File: src/rtl/assert_macros.svh
// Assertion macros used by the directory entry parser top level.
`ifndef ASSERT_MACROS_SVH
`define ASSERT_MACROS_SVH
`ifndef NO_ASSERTIONS
// Checks a property on every rising clock edge outside reset.
`define ASSERT_PROP(label, prop) \
   label: assert property (@(posedge clock) disable iff (reset) prop) \
      else $error("assertion failed");
// Checks that a condition never holds outside reset.
`define ASSERT_NEVER(label, expr) \
   label: assert property (@(posedge clock) disable iff (reset) !(expr)) \
      else $error("forbidden condition seen");
`else
`define ASSERT_PROP(label, prop)
`define ASSERT_NEVER(label, expr)
`endif
`endif

File: src/rtl/fat_dep_pkg.sv
// Shared constants and types of the directory entry parser.
package fat_dep_pkg;

   localparam int COUNT_BITS = 16;
   localparam int POS_W      = 5;
   localparam int NAME_LEN   = 11;
   localparam int BASE_LEN   = 8;
   localparam int EXT_LEN    = 3;
   localparam int RSP_DATA_W = 176;

   localparam logic [7:0] BYTE_END       = 8'h00;
   localparam logic [7:0] BYTE_DELETED   = 8'hE5;
   localparam logic [7:0] ATTR_LONG_NAME = 8'h0F;
   localparam logic [7:0] ATTR_VOLUME    = 8'h08;
   localparam logic [7:0] ATTR_DIRECTORY = 8'h10;
   localparam logic [7:0] CHAR_SPACE     = 8'h20;

   localparam logic [15:0] MAX_ENTRIES_RESET = 16'hFFFF;

   localparam logic [POS_W-1:0] POS_FIRST   = 5'd0;
   localparam logic [POS_W-1:0] POS_ATTR    = 5'd11;
   localparam logic [POS_W-1:0] POS_CLUS_H0 = 5'd20;
   localparam logic [POS_W-1:0] POS_CLUS_H1 = 5'd21;
   localparam logic [POS_W-1:0] POS_CLUS_L0 = 5'd26;
   localparam logic [POS_W-1:0] POS_CLUS_L1 = 5'd27;
   localparam logic [POS_W-1:0] POS_SIZE_0  = 5'd28;
   localparam logic [POS_W-1:0] POS_LAST    = 5'd31;

   // Status a name cell gives to the trimming chain.
   typedef struct packed {
      logic zero_out;   // a zero byte was seen at or before this cell
      logic tail_out;   // a character other than space or zero stands at or after this cell
      logic keep;       // this character survives trimming
   } cell_status_type;

endpackage

File: src/rtl/fat_dir_entry_parser_unit.sv
// Directory entry parser top level: byte capture, entry decode and result register.
// A result is offered in the cycle after the beat carrying an entry's last byte, or
// an end marker. Throughput: one byte beat per cycle unless an untaken result stalls,
// set by the eleven-cell name row and single result register that drains as it loads.
// Reset clears byte position, entry count, listing-done flag and result valid, and sets
// max_entries to 65535; captured entry bytes are not cleared.
`include "assert_macros.svh"
module fat_dir_entry_parser_unit
   import fat_dep_pkg::*;
(
   input  logic                  clock,
   input  logic                  reset,
   // Input beats.
   input  logic                  req_tvalid,
   output logic                  req_tready,
   input  logic [7:0]            req_tdata,   // data_byte[7:0]
   input  logic                  req_tuser,   // restart[0]
   // Result beats.
   output logic                  rsp_tvalid,
   input  logic                  rsp_tready,
   // base_name[63:0], base_length[67:64], ext_name[91:68], ext_length[93:92],
   // start_cluster[125:94], file_size[157:126], is_dir[158], entry_count[174:159],
   // zero pad[175]
   output logic [RSP_DATA_W-1:0] rsp_tdata,
   output logic                  rsp_tuser,   // end_of_directory[0]
   output logic                  rsp_tlast,
   // Configuration register max_entries.
   input  logic                  csr_write_enable,
   input  logic [15:0]           csr_write_data
);

   // Control state.
   logic [POS_W-1:0]      pos_ff, pos_in;
   logic [COUNT_BITS-1:0] count_ff, count_in;
   logic                  done_ff, done_in;
   logic [15:0]           max_entries_ff;

   // Entry fields outside the name row; these are payload and need no reset. The top
   // size byte is taken straight from the closing beat, so only three are held.
   logic [7:0]            attr_ff;
   logic [31:0]           cluster_ff;
   logic [23:0]           size_ff;

   // Result register.
   logic                  rsp_valid_ff, rsp_valid_in;
   logic [RSP_DATA_W-1:0] rsp_data_ff, rsp_data_in;
   logic                  rsp_eod_ff, rsp_eod_in;
   logic                  rsp_last_ff, rsp_last_in;

   logic                  in_fire;
   logic                  restart;
   logic [POS_W-1:0]      eff_pos;
   logic [COUNT_BITS-1:0] eff_count;
   logic                  eff_done;
   logic                  active;
   logic                  end_hit;
   logic                  entry_end;
   logic                  shift_en;
   logic                  skip;
   logic                  report;
   logic                  result_load;
   logic [COUNT_BITS-1:0] count_inc;
   logic [31:0]           limit;
   logic                  limit_hit;
   logic [31:0]           size_full;
   logic [7:0]            data_byte;

   // Name row wiring.
   logic [7:0]            cell_char [NAME_LEN];
   logic [7:0]            cell_feed [NAME_LEN];
   logic                  cell_zero_in [NAME_LEN];
   logic                  cell_tail_in [NAME_LEN];
   cell_status_type       cell_status [NAME_LEN];
   logic [BASE_LEN-1:0]   base_keep;
   logic [EXT_LEN-1:0]    ext_keep;
   logic [3:0]            base_length;
   logic [1:0]            ext_length;
   logic [63:0]           base_name;
   logic [23:0]           ext_name;

   assign data_byte  = req_tdata;
   assign restart    = req_tuser;
   assign req_tready = !rsp_valid_ff || rsp_tready;
   assign in_fire    = req_tvalid && req_tready;

   // A restart clears position, count and the done flag before its own byte is taken.
   assign eff_pos   = restart ? '0 : pos_ff;
   assign eff_count = restart ? '0 : count_ff;
   assign eff_done  = restart ? 1'b0 : done_ff;
   assign active    = in_fire && !eff_done;
   assign end_hit   = active && (eff_pos == POS_FIRST) && (data_byte == BYTE_END);
   assign entry_end = active && !end_hit && (eff_pos == POS_LAST);
   assign shift_en  = active && !end_hit && (eff_pos < POS_ATTR);

   // The eleven name characters move one cell down per name byte, so that after
   // the eleventh byte the first character sits in cell zero.
   for (genvar k = 0; k < NAME_LEN; k++) begin : g_name
      if (k == NAME_LEN - 1) begin : g_feed_in
         assign cell_feed[k] = data_byte;
      end else begin : g_feed_next
         assign cell_feed[k] = cell_char[k+1];
      end

      // The base part and the extension are trimmed as two separate chains.
      if (k == 0 || k == BASE_LEN) begin : g_zero_head
         assign cell_zero_in[k] = 1'b0;
      end else begin : g_zero_link
         assign cell_zero_in[k] = cell_status[k-1].zero_out;
      end
      if (k == BASE_LEN - 1 || k == NAME_LEN - 1) begin : g_tail_head
         assign cell_tail_in[k] = 1'b0;
      end else begin : g_tail_link
         assign cell_tail_in[k] = cell_status[k+1].tail_out;
      end

      fat_dep_cell u_cell (
         .clock    (clock),
         .shift_en (shift_en),
         .byte_in  (cell_feed[k]),
         .zero_in  (cell_zero_in[k]),
         .tail_in  (cell_tail_in[k]),
         .byte_out (cell_char[k]),
         .status   (cell_status[k])
      );

      if (k < BASE_LEN) begin : g_base
         assign base_keep[k]        = cell_status[k].keep;
         assign base_name[8*k +: 8] = cell_status[k].keep ? cell_char[k] : 8'h00;
      end else begin : g_ext
         assign ext_keep[k-BASE_LEN]             = cell_status[k].keep;
         assign ext_name[8*(k-BASE_LEN) +: 8] = cell_status[k].keep ? cell_char[k] : 8'h00;
      end
   end

   // Kept characters always form a prefix, so their count is the trimmed length.
   assign base_length = 4'($countones(base_keep));
   assign ext_length  = 2'($countones(ext_keep));

   assign skip = (cell_char[0] == BYTE_DELETED) || (attr_ff == ATTR_LONG_NAME)
              || ((attr_ff & ATTR_VOLUME) != 8'h00);
   assign report = entry_end && !skip && !((base_length == 4'd0) && (ext_length == 2'd0));

   // A limit of zero behaves as a limit of one.
   assign count_inc = eff_count + 1'b1;
   assign limit     = (max_entries_ff == 16'd0) ? 32'd1 : 32'(max_entries_ff);
   assign limit_hit = 32'(count_inc) >= limit;

   // The last size byte arrives on the same beat that closes the entry.
   assign size_full   = {data_byte, size_ff};
   assign result_load = end_hit || report;

   always_comb begin
      pos_in   = pos_ff;
      count_in = count_ff;
      done_in  = done_ff;
      if (in_fire) begin
         count_in = report ? count_inc : eff_count;
         done_in  = eff_done || end_hit || (report && limit_hit);
         if (!eff_done) begin
            pos_in = eff_pos + 1'b1;
         end
      end
   end

   always_comb begin
      rsp_data_in = '0;
      rsp_eod_in  = 1'b0;
      rsp_last_in = 1'b0;
      if (end_hit) begin
         rsp_data_in[174:159] = 16'(eff_count);
         rsp_eod_in           = 1'b1;
         rsp_last_in          = 1'b1;
      end else begin
         rsp_data_in[63:0]    = base_name;
         rsp_data_in[67:64]   = base_length;
         rsp_data_in[91:68]   = ext_name;
         rsp_data_in[93:92]   = ext_length;
         rsp_data_in[125:94]  = cluster_ff;
         rsp_data_in[157:126] = size_full;
         rsp_data_in[158]     = (attr_ff & ATTR_DIRECTORY) != 8'h00;
         rsp_data_in[174:159] = 16'(count_inc);
         rsp_last_in          = limit_hit;
      end
   end

   assign rsp_valid_in = result_load || (rsp_valid_ff && !rsp_tready);

   always_ff @(posedge clock) begin
      if (reset) begin
         pos_ff         <= '0;
         count_ff       <= '0;
         done_ff        <= 1'b0;
         rsp_valid_ff   <= 1'b0;
         max_entries_ff <= MAX_ENTRIES_RESET;
      end else begin
         pos_ff       <= pos_in;
         count_ff     <= count_in;
         done_ff      <= done_in;
         rsp_valid_ff <= rsp_valid_in;
         if (csr_write_enable) begin
            max_entries_ff <= csr_write_data;
         end
      end
   end

   // Capture of the attribute, cluster halves and lower size bytes by entry position.
   always_ff @(posedge clock) begin
      if (active && !end_hit) begin
         unique case (eff_pos) inside
            POS_ATTR:    attr_ff            <= data_byte;
            POS_CLUS_H0: cluster_ff[23:16]  <= data_byte;
            POS_CLUS_H1: cluster_ff[31:24]  <= data_byte;
            POS_CLUS_L0: cluster_ff[7:0]    <= data_byte;
            POS_CLUS_L1: cluster_ff[15:8]   <= data_byte;
            [POS_SIZE_0:POS_LAST - 5'd1]: size_ff[{eff_pos[1:0], 3'b000} +: 8] <= data_byte;
            default: ;
         endcase
      end
   end

   always_ff @(posedge clock) begin
      if (result_load) begin
         rsp_data_ff <= rsp_data_in;
         rsp_eod_ff  <= rsp_eod_in;
         rsp_last_ff <= rsp_last_in;
      end
   end

   assign rsp_tvalid = rsp_valid_ff;
   assign rsp_tdata  = rsp_data_ff;
   assign rsp_tuser  = rsp_eod_ff;
   assign rsp_tlast  = rsp_last_ff;

   // An end marker result always closes the listing.
   `ASSERT_PROP(a_eod_is_last, (rsp_valid_ff && rsp_eod_ff) |-> rsp_last_ff)
   // Once the listing has ended, plain bytes never produce a result.
   `ASSERT_NEVER(a_quiet_after_end, done_ff && in_fire && !restart && result_load)
   // A byte taken inside a running listing advances the position by one.
   `ASSERT_PROP(a_pos_step, (in_fire && !restart && !done_ff) |=> (pos_ff == 5'($past(pos_ff) + 5'd1)))
   // With the result register empty the block always takes a byte.
   `ASSERT_PROP(a_ready_when_empty, !rsp_valid_ff |-> req_tready)

endmodule

File: src/rtl/fat_dep_cell.sv
// One name character cell: holds a byte, shifts it on and joins the trimming chain.
module fat_dep_cell
   import fat_dep_pkg::*;
(
   input  logic            clock,
   input  logic            shift_en,
   input  logic [7:0]      byte_in,
   input  logic            zero_in,
   input  logic            tail_in,
   output logic [7:0]      byte_out,
   output cell_status_type status
);

   logic [7:0] char_ff;
   logic       is_zero;
   logic       live;

   always_ff @(posedge clock) begin
      if (shift_en) begin
         char_ff <= byte_in;
      end
   end

   // A character is live when it is neither a space nor a zero; a live character past
   // an embedded zero still stops the trailing trim of the cells before that zero.
   assign is_zero         = (char_ff == BYTE_END);
   assign live            = !is_zero && (char_ff != CHAR_SPACE);
   assign status.zero_out = zero_in | is_zero;
   assign status.tail_out = tail_in | live;
   assign status.keep     = !zero_in && !is_zero && (live || tail_in);
   assign byte_out        = char_ff;

endmodule

File: config.mk
export PLATFORM = sky130hd
export DESIGN_NAME = fat_dir_entry_parser_unit
export DESIGN_NICKNAME = d
export VERILOG_FILES = /design/src/rtl/fat_dep_pkg.sv /design/src/rtl/fat_dir_entry_parser_unit.sv /design/src/rtl/fat_dep_cell.sv
export VERILOG_INCLUDE_DIRS = /design/src /design/src/rtl
export SDC_FILE = /design/constraint.sdc
export NUM_CORES = 1
export LEC_CHECK = 0
export BUFFER_PORTS_ARGS = -buffer_cell sky130_fd_sc_hd__buf_2
export CAP_MARGIN = 10
export CORE_UTILIZATION = 57
export DETAILED_ROUTE_END_ITERATION = 8
export PLACE_DENSITY = 0.81
export SLEW_MARGIN = 20
export SYNTH_ARGS = -nofsm -noshare
export SYNTH_HDL_FRONTEND = slang
export SYNTH_SLANG_ARGS = --single-unit
File: constraint.sdc
create_clock -name clock -period 12.2 [get_ports clock]
set_input_delay 2.44 -clock clock [delete_from_list [all_inputs] [get_ports clock]]
set_output_delay 2.44 -clock clock [all_outputs]
set_load 0.1 [all_outputs]
# Word level (Yosys, flattened, before mapping)
# Cells that the tools add are included.
# word_totals
register_bits	368
inputBits	30
word_cells	226
# classes
addsub	12
n_lt_le_gt_ge	4
n_eq_ne	19
n_shift	2
muxes	8
bitwise_logic	26
reduce_logical	118
# ops
cell	count
$logic_not A8 Y1	12
$ne A8 B6 Y1 const B	11
$mux W16	4
$logic_and A1 B1 Y1	44
$eq A5 B5 Y1 const B	5
$bwmux W24	1
$logic_not A1 Y1	24
$shift A8 B7 Y24 const A	1
$shiftx A8 B7 Y24	1
$reduce_or A2 Y1	11
$add A16 B1 Y16 const B	1
$ge A16 B16 Y1	1
$logic_not A16 Y1	1
$logic_or A1 B1 Y1	16
$or A1 B1 Y1	14
$reduce_and A2 Y1	7
$not A1 Y1	12
$add A1 B1 Y2	5
$eq A8 B4 Y1 const B	1
$eq A8 B8 Y1 const B	1
$neg A5 Y7	1
$add A2 B2 Y3	2
$add A5 B1 Y5 const B	1
$eq A5 B4 Y1 const B	1
10 further kinds	11

# Longest topological paths before layout
# logic_depth
ltp_word	20
depth_mapped	22
mapped_depth_nobuf	19

# By module
# A second synthesis with hierarchy kept.
# hier_totals
hier_cells	994
area_unflattened_um2	14577.7
# by_module_without_submodules
module	instances	cells_each	area_per_inst_um2	seq_area_each_um2
fat_dir_entry_parser_unit	1	829	11412.2	7837.5
fat_dep_cell	11	15	287.8	240.2

# Least setup slack after synthesis
# Ideal clock, no wire load.
# synth_path
path_kind	reg-to-reg
start	register g_name[6].u_cell.char_ff[2]
end	register rsp_data_ff[0] (netlist: rsp_tdata[0]), enable pin
setup_time_ps	1450
arrival_time_ps	7979
t_required_ps	10750
setup_slack_ps	2771
path_stages_with_launch	20
path_buffers	2
period_less_slack_ps	9429
cell_sequence	edfxtp_1 > nor4_1 > nand4_1 > nor4_2 > nor3b_1 > o21ai_0 > fa_1 > inv_1 > fa_1 > fa_1 > inv_1 > ha_1 > inv_1 > fa_1 > or4b_1 > o21a_1 > buf_2 > nand2_1 > buf_2 > nand2_1
# synth_via
elab_chain_cells	19
# synth_lines
element	line	source
from (decl)	fat_dep_cell.sv:14	logic [7:0] char_ff;
from (signal assigned)	fat_dep_cell.sv:20	char_ff <= byte_in;
$logic_not A8 Y1	fat_dep_cell.sv:26	assign is_zero = (char_ff == BYTE_END);
$logic_not A1 Y1	fat_dep_cell.sv:27, fat_dep_cell.sv:30	
$logic_and A1 B1 Y1	fat_dep_cell.sv:27	assign live = !is_zero && (char_ff != CHAR_SPACE);
$or A1 B1 Y1 (6 in a row)	fat_dep_cell.sv:29	assign status.tail_out = tail_in | live;
$logic_or A1 B1 Y1	fat_dep_cell.sv:30	assign status.keep = !zero_in && !is_zero && (live || tail_in);
$logic_and A1 B1 Y1	fat_dep_cell.sv:30	
$add A1 B1 Y2 (not written as such)	fat_dir_entry_parser_unit.sv:136	assign base_length = 4'($countones(base_keep));
$add A2 B2 Y3 (not written as such)	fat_dir_entry_parser_unit.sv:136	
$add A3 B3 Y4 (not written as such) (*)	fat_dir_entry_parser_unit.sv:136	
$logic_not A4 Y1 (*)	fat_dir_entry_parser_unit.sv:141	assign report = entry_end && !skip && !((base_length == 4'd0) && (ext_length == 2'd0));
$logic_and A1 B1 Y1 (*)	fat_dir_entry_parser_unit.sv:141	
$logic_not A1 Y1 (*)	fat_dir_entry_parser_unit.sv:141	
$logic_and A1 B1 Y1 (*)	fat_dir_entry_parser_unit.sv:141	
$logic_or A1 B1 Y1 (*)	fat_dir_entry_parser_unit.sv:150	assign result_load = end_hit || report;
net result_load	fat_dir_entry_parser_unit.sv:61	logic result_load;
to (signal assigned)	fat_dir_entry_parser_unit.sv:223	rsp_data_ff <= rsp_data_in;
to (decl)	fat_dir_entry_parser_unit.sv:46	logic [RSP_DATA_W-1:0] rsp_data_ff, rsp_data_in;
# The timed path passes the listed nets; every way through them passes the cells marked *.
# A chain may end at the register's enable or synchronous reset.

# Worst setup path after layout
# layout_path
start	register g_name[7].u_cell.char_ff[4]
end	register rsp_data_ff[80] (netlist: rsp_tdata[80]), enable pin
# layout_via
elab_chain_cells	19
# layout_lines
element	line
from (decl)	fat_dep_cell.sv:14
from (signal assigned)	fat_dep_cell.sv:20
$logic_not A8 Y1	fat_dep_cell.sv:26
$logic_not A1 Y1	fat_dep_cell.sv:27, fat_dep_cell.sv:30
$logic_and A1 B1 Y1	fat_dep_cell.sv:27
$or A1 B1 Y1 (6 in a row)	fat_dep_cell.sv:29
$logic_or A1 B1 Y1	fat_dep_cell.sv:30
$logic_and A1 B1 Y1	fat_dep_cell.sv:30
$add A1 B1 Y2 (not written as such)	fat_dir_entry_parser_unit.sv:136
$add A2 B2 Y3 (not written as such)	fat_dir_entry_parser_unit.sv:136
$add A3 B3 Y4 (not written as such) (*)	fat_dir_entry_parser_unit.sv:136
$logic_not A4 Y1 (*)	fat_dir_entry_parser_unit.sv:141
$logic_and A1 B1 Y1 (*)	fat_dir_entry_parser_unit.sv:141
$logic_not A1 Y1 (*)	fat_dir_entry_parser_unit.sv:141
$logic_and A1 B1 Y1 (*)	fat_dir_entry_parser_unit.sv:141
$logic_or A1 B1 Y1 (*)	fat_dir_entry_parser_unit.sv:150
net result_load	fat_dir_entry_parser_unit.sv:61
# Marked as above.

==> results.py <==
metrics = {
    "status": {
        "status": "complete, no violations",
    },
    "worst_hold_path": {
        "holdPathEnd": "g_name[9].u_cell.byte_out[5]",
        "whs_path_depth": 0,
        "hold_path.class": "reg2reg",
        "worstHoldStart": "g_name[10].u_cell.byte_out[5]",
    },
    "placement": {
        "dpl.hpwl_mm": 19.63,
        "routabilityCongestion": 0.8252,
        "port_buffers": 208,
    },
    "logic_synthesis": {
        "synth-main-ff-cell": "edfxtp_1",
        "async_flop_share_pct": 0,
        "synth_cell_type_count": 62,
        "syn_inst": 1020,
        "synth.top_cell.area_share_pct": 66.72,
        "ys_ff_latch": 362,
        "synth_area_leader_cell": "edfxtp_1",
        "syn-num-nets": 1081,
        "synthTopCellsByCount": "edfxtp_1, and2_1, nand2_1",
        "ys_warn_count": 0,
        "ys_seq_area_share_pct": 72.09,
        "synth_area_leaders": "edfxtp_1, and2_1, dfxtp_1",
        "synth.avg_cell_area_sq_um": 14.25,
        "synth-edff-count": 323,
        "yosys.cell_count.top_type": "edfxtp_1",
        "syn_area_sq_um": 14540,
    },
    "cts": {
        "clkTransAtPathRegs_ns": 0.06,
        "holdBufCountCts": 0,
        "post_cts_resize_count": 0,
        "clock_latency_ns": 0.54,
        "cts_tree": "yes",
        "cts_sinks": 362,
        "cts_made_buffers": 37,
        "cts_max_level": 2,
        "cts_setup_buffers": 0,
        "clockRootBuffer": "clkbuf_16",
        "clk_path_buf_depth": 3,
    },
    "floorplanning": {
        "fp-row-count": 58,
        "die_area_sq_um": 26150,
        "die_h_microns": 161.7,
        "initial_utilization_pct": 57.90,
        "core_sq_um": 25110,
        "io_pins": 210,
        "die_w_microns": 161.7,
    },
    "setup_path": {
        "crit_fanout": 84,
        "worstSetupPathType": "reg2reg",
        "required_ns": 12.34,
        "r2r_slack_ns": 4.92,
        "r2r_start": "g_name[7].u_cell.byte_out[4]",
        "reg2regPathDepth": 18,
        "cp-end-kind": "register",
        "cp-start-kind": "register",
        "r2r_end": "rsp_tdata[80]",
        "crit_arrival_ns": 7.42,
    },
    "timing": {
        "fin_crit_ns": 7.279,
        "post-route-period-util_pct": 59.66,
        "setup_violations": 0,
        "fin_skew_ns": 0.03279,
        "rsz0062_at_grt": "false",
        "hold_viol": 0,
        "relSlewSlack_pct": 27.02,
        "whs_ns": 0.4532,
        "worst_pin_slew_ns": 1.086,
        "drv_slew": 0,
        "maxClockFrequency_mhz": 137.4,
        "fin_setup_tns_ns": 0,
    },
    "global_route": {
        "track_usage_pct": 23.11,
        "grt_pass1_wl_mm": 45.75,
        "grt_overflow": 0,
        "grt_max_degree": 90,
        "antenna_found_initial": 0,
        "grt_pass1_vias": 8394,
    },
    "power": {
        "peakVddDrop_mv": 0.1262,
        "leakagePower_uw": 0.006394,
        "powerDensity_nw_per_um2": 154.2,
    },
    "cells_and_area": {
        "diodes": 0,
        "seq_area_sq_um": 10480,
        "area_growth_pct": 18.09,
        "postLayoutCoreUtil_pct": 68.37,
        "drive_above_1_share_pct": 23.07,
        "layout.nets": 1290,
        "multi_input_area_sq_um": 3775,
        "fill_cells": 1709,
    },
    "detailed_routing": {
        "drtPass1Iterations": 6,
        "wl_per_cell_microns": 19.16,
        "first_iter_violations": 797,
        "drt.antenna.violating_nets": 0,
        "dr_total_vias": 8825,
        "via_per_inst": 5.561,
        "drt_wl_total_mm": 30.41,
        "drc": 0,
    },
    "job": {
        "drv_cap": 0,
    },
}
-- area by class of cell --
cell class / count / area share (%)
tap: 330 / 2.405
sequential: 362 / 61.05
clock inverter: 20 / 1.640
timing repair buffer: 215 / 6.508
inverter: 31 / 0.6778
clock buffer: 47 / 5.736
multi-input combinational: 582 / 21.99
-- registers in the layout (all words and copies together) (netlist names) --
signal,cells
done_ff,1
cluster_ff,32
g_name.u_cell.byte_out,88
size_ff,24
rsp_tuser,1
count_ff,16
rsp_tvalid,1
attr_ff,2
pos_ff,5
rsp_tlast,1
rsp_tdata,175
max_entries_ff,16
-- kinds of logic after synthesis --
kind of cell / Yosys count / share of synthesized area, %
other: 1 / 0.02580
buffers and inverters: 76 / 2.091
and+or+nand+nor: 416 / 16.58
muxes: 1 / 0.06886
adders and majority gates: 31 / 2.926
xor gates and xnor gates: 25 / 1.506
DFF: 362 / 72.09
AOI/OAI and AO/OA: 108 / 4.716
-- per-stage QoR --
step	std cells	worst slack, ns	power [uW]	area, sq um
floorplan	1020	2.771	1464	14540
CTS	1586	4.908	2660	17140
finish	1587	4.921	2646	17170
global route	1587	4.438	2715	17170
detailed placement	1519	5.223	1494	15870
global placement	1519	5.428	1490	15870
-- layout by cell type, fill, tap and decap left out, types with 4 or more instances in the layout --
cell       netlist  layout
nor2_1          43      42
nor2b_1          9       9
or3_1            5       5
nand2b_1        14      14
bufinv_16        0       6
nand4_1          4       4
buf_2            8     208
a31oi_1         14      14
inv_1           29      29
clkbuf_1        33       9
clkinv_1         1       6
and3_1          13      13
o211ai_1        18      18
buf_4            2       5
xor2_1          14      14
nand3_1         12      12
a21o_1           4       4
edfxtp_1       323     323
nand2_1         68      67
nor3_1          27      27
ha_1            26      26
xnor2_1         11      11
o21ai_0         21      21
clkbuf_16        0      38
and2_1         171     171
or4_1            6       6
dfxtp_1         39      39
nor4_1          18      17
fa_1             5       5
a21oi_1         30      30
-- worst max path at each step --
stage,from,end,slack (ns)
after floorplan,g_name[6].u_cell.byte_out[2],rsp_tdata[0],2.77
after global placement,g_name[7].u_cell.byte_out[2],rsp_tdata[54],5.43
after detailed placement,g_name[6].u_cell.byte_out[2],rsp_tdata[36],5.22
after CTS,g_name[7].u_cell.byte_out[2],rsp_tdata[23],4.91
after global routing,g_name[7].u_cell.byte_out[2],rsp_tdata[78],4.44
final,g_name[7].u_cell.byte_out[4],rsp_tdata[80],4.92
-- power breakdown --
group	total [uW]	internal [uW]	switching [uW]
logic	80.3	28.0	52.3
clock network	1180	705	471
registers	1390	1370	17.3
total	2650	2110	540
-- worst max-delay path, cell delays in order (launching register included) --
cell and delay, ns:
edfxtp_1 0.42, nor4_1 0.49, nand4_1 0.34, nor4_2 0.38
nor3b_1 0.45, o21ai_0 0.20, fa_1 0.57, inv_1 0.06
fa_1 0.51, fa_1 0.55, inv_1 0.04, ha_1 0.21
inv_1 0.07, fa_1 0.44, or4b_1 0.19, o21a_1 0.38
nand2_1 0.43, nand2_4 0.25, buf_4 0.83
-- per-layer routing --
metal / global-route usage [%] / wire length [microns] / part of all wire, % / up-vias
met5: 0 / 0 / 0 / -
met4: 6.861 / 635 / 2.1 / 0
met3: 6.307 / 2565 / 8.4 / 49
met2: 39.89 / 15360 / 51 / 367
met1: 28.51 / 11850 / 39 / 4277
li1: - / - / - / 4132
No activity file was read; power rests on OpenSTA's default activity.
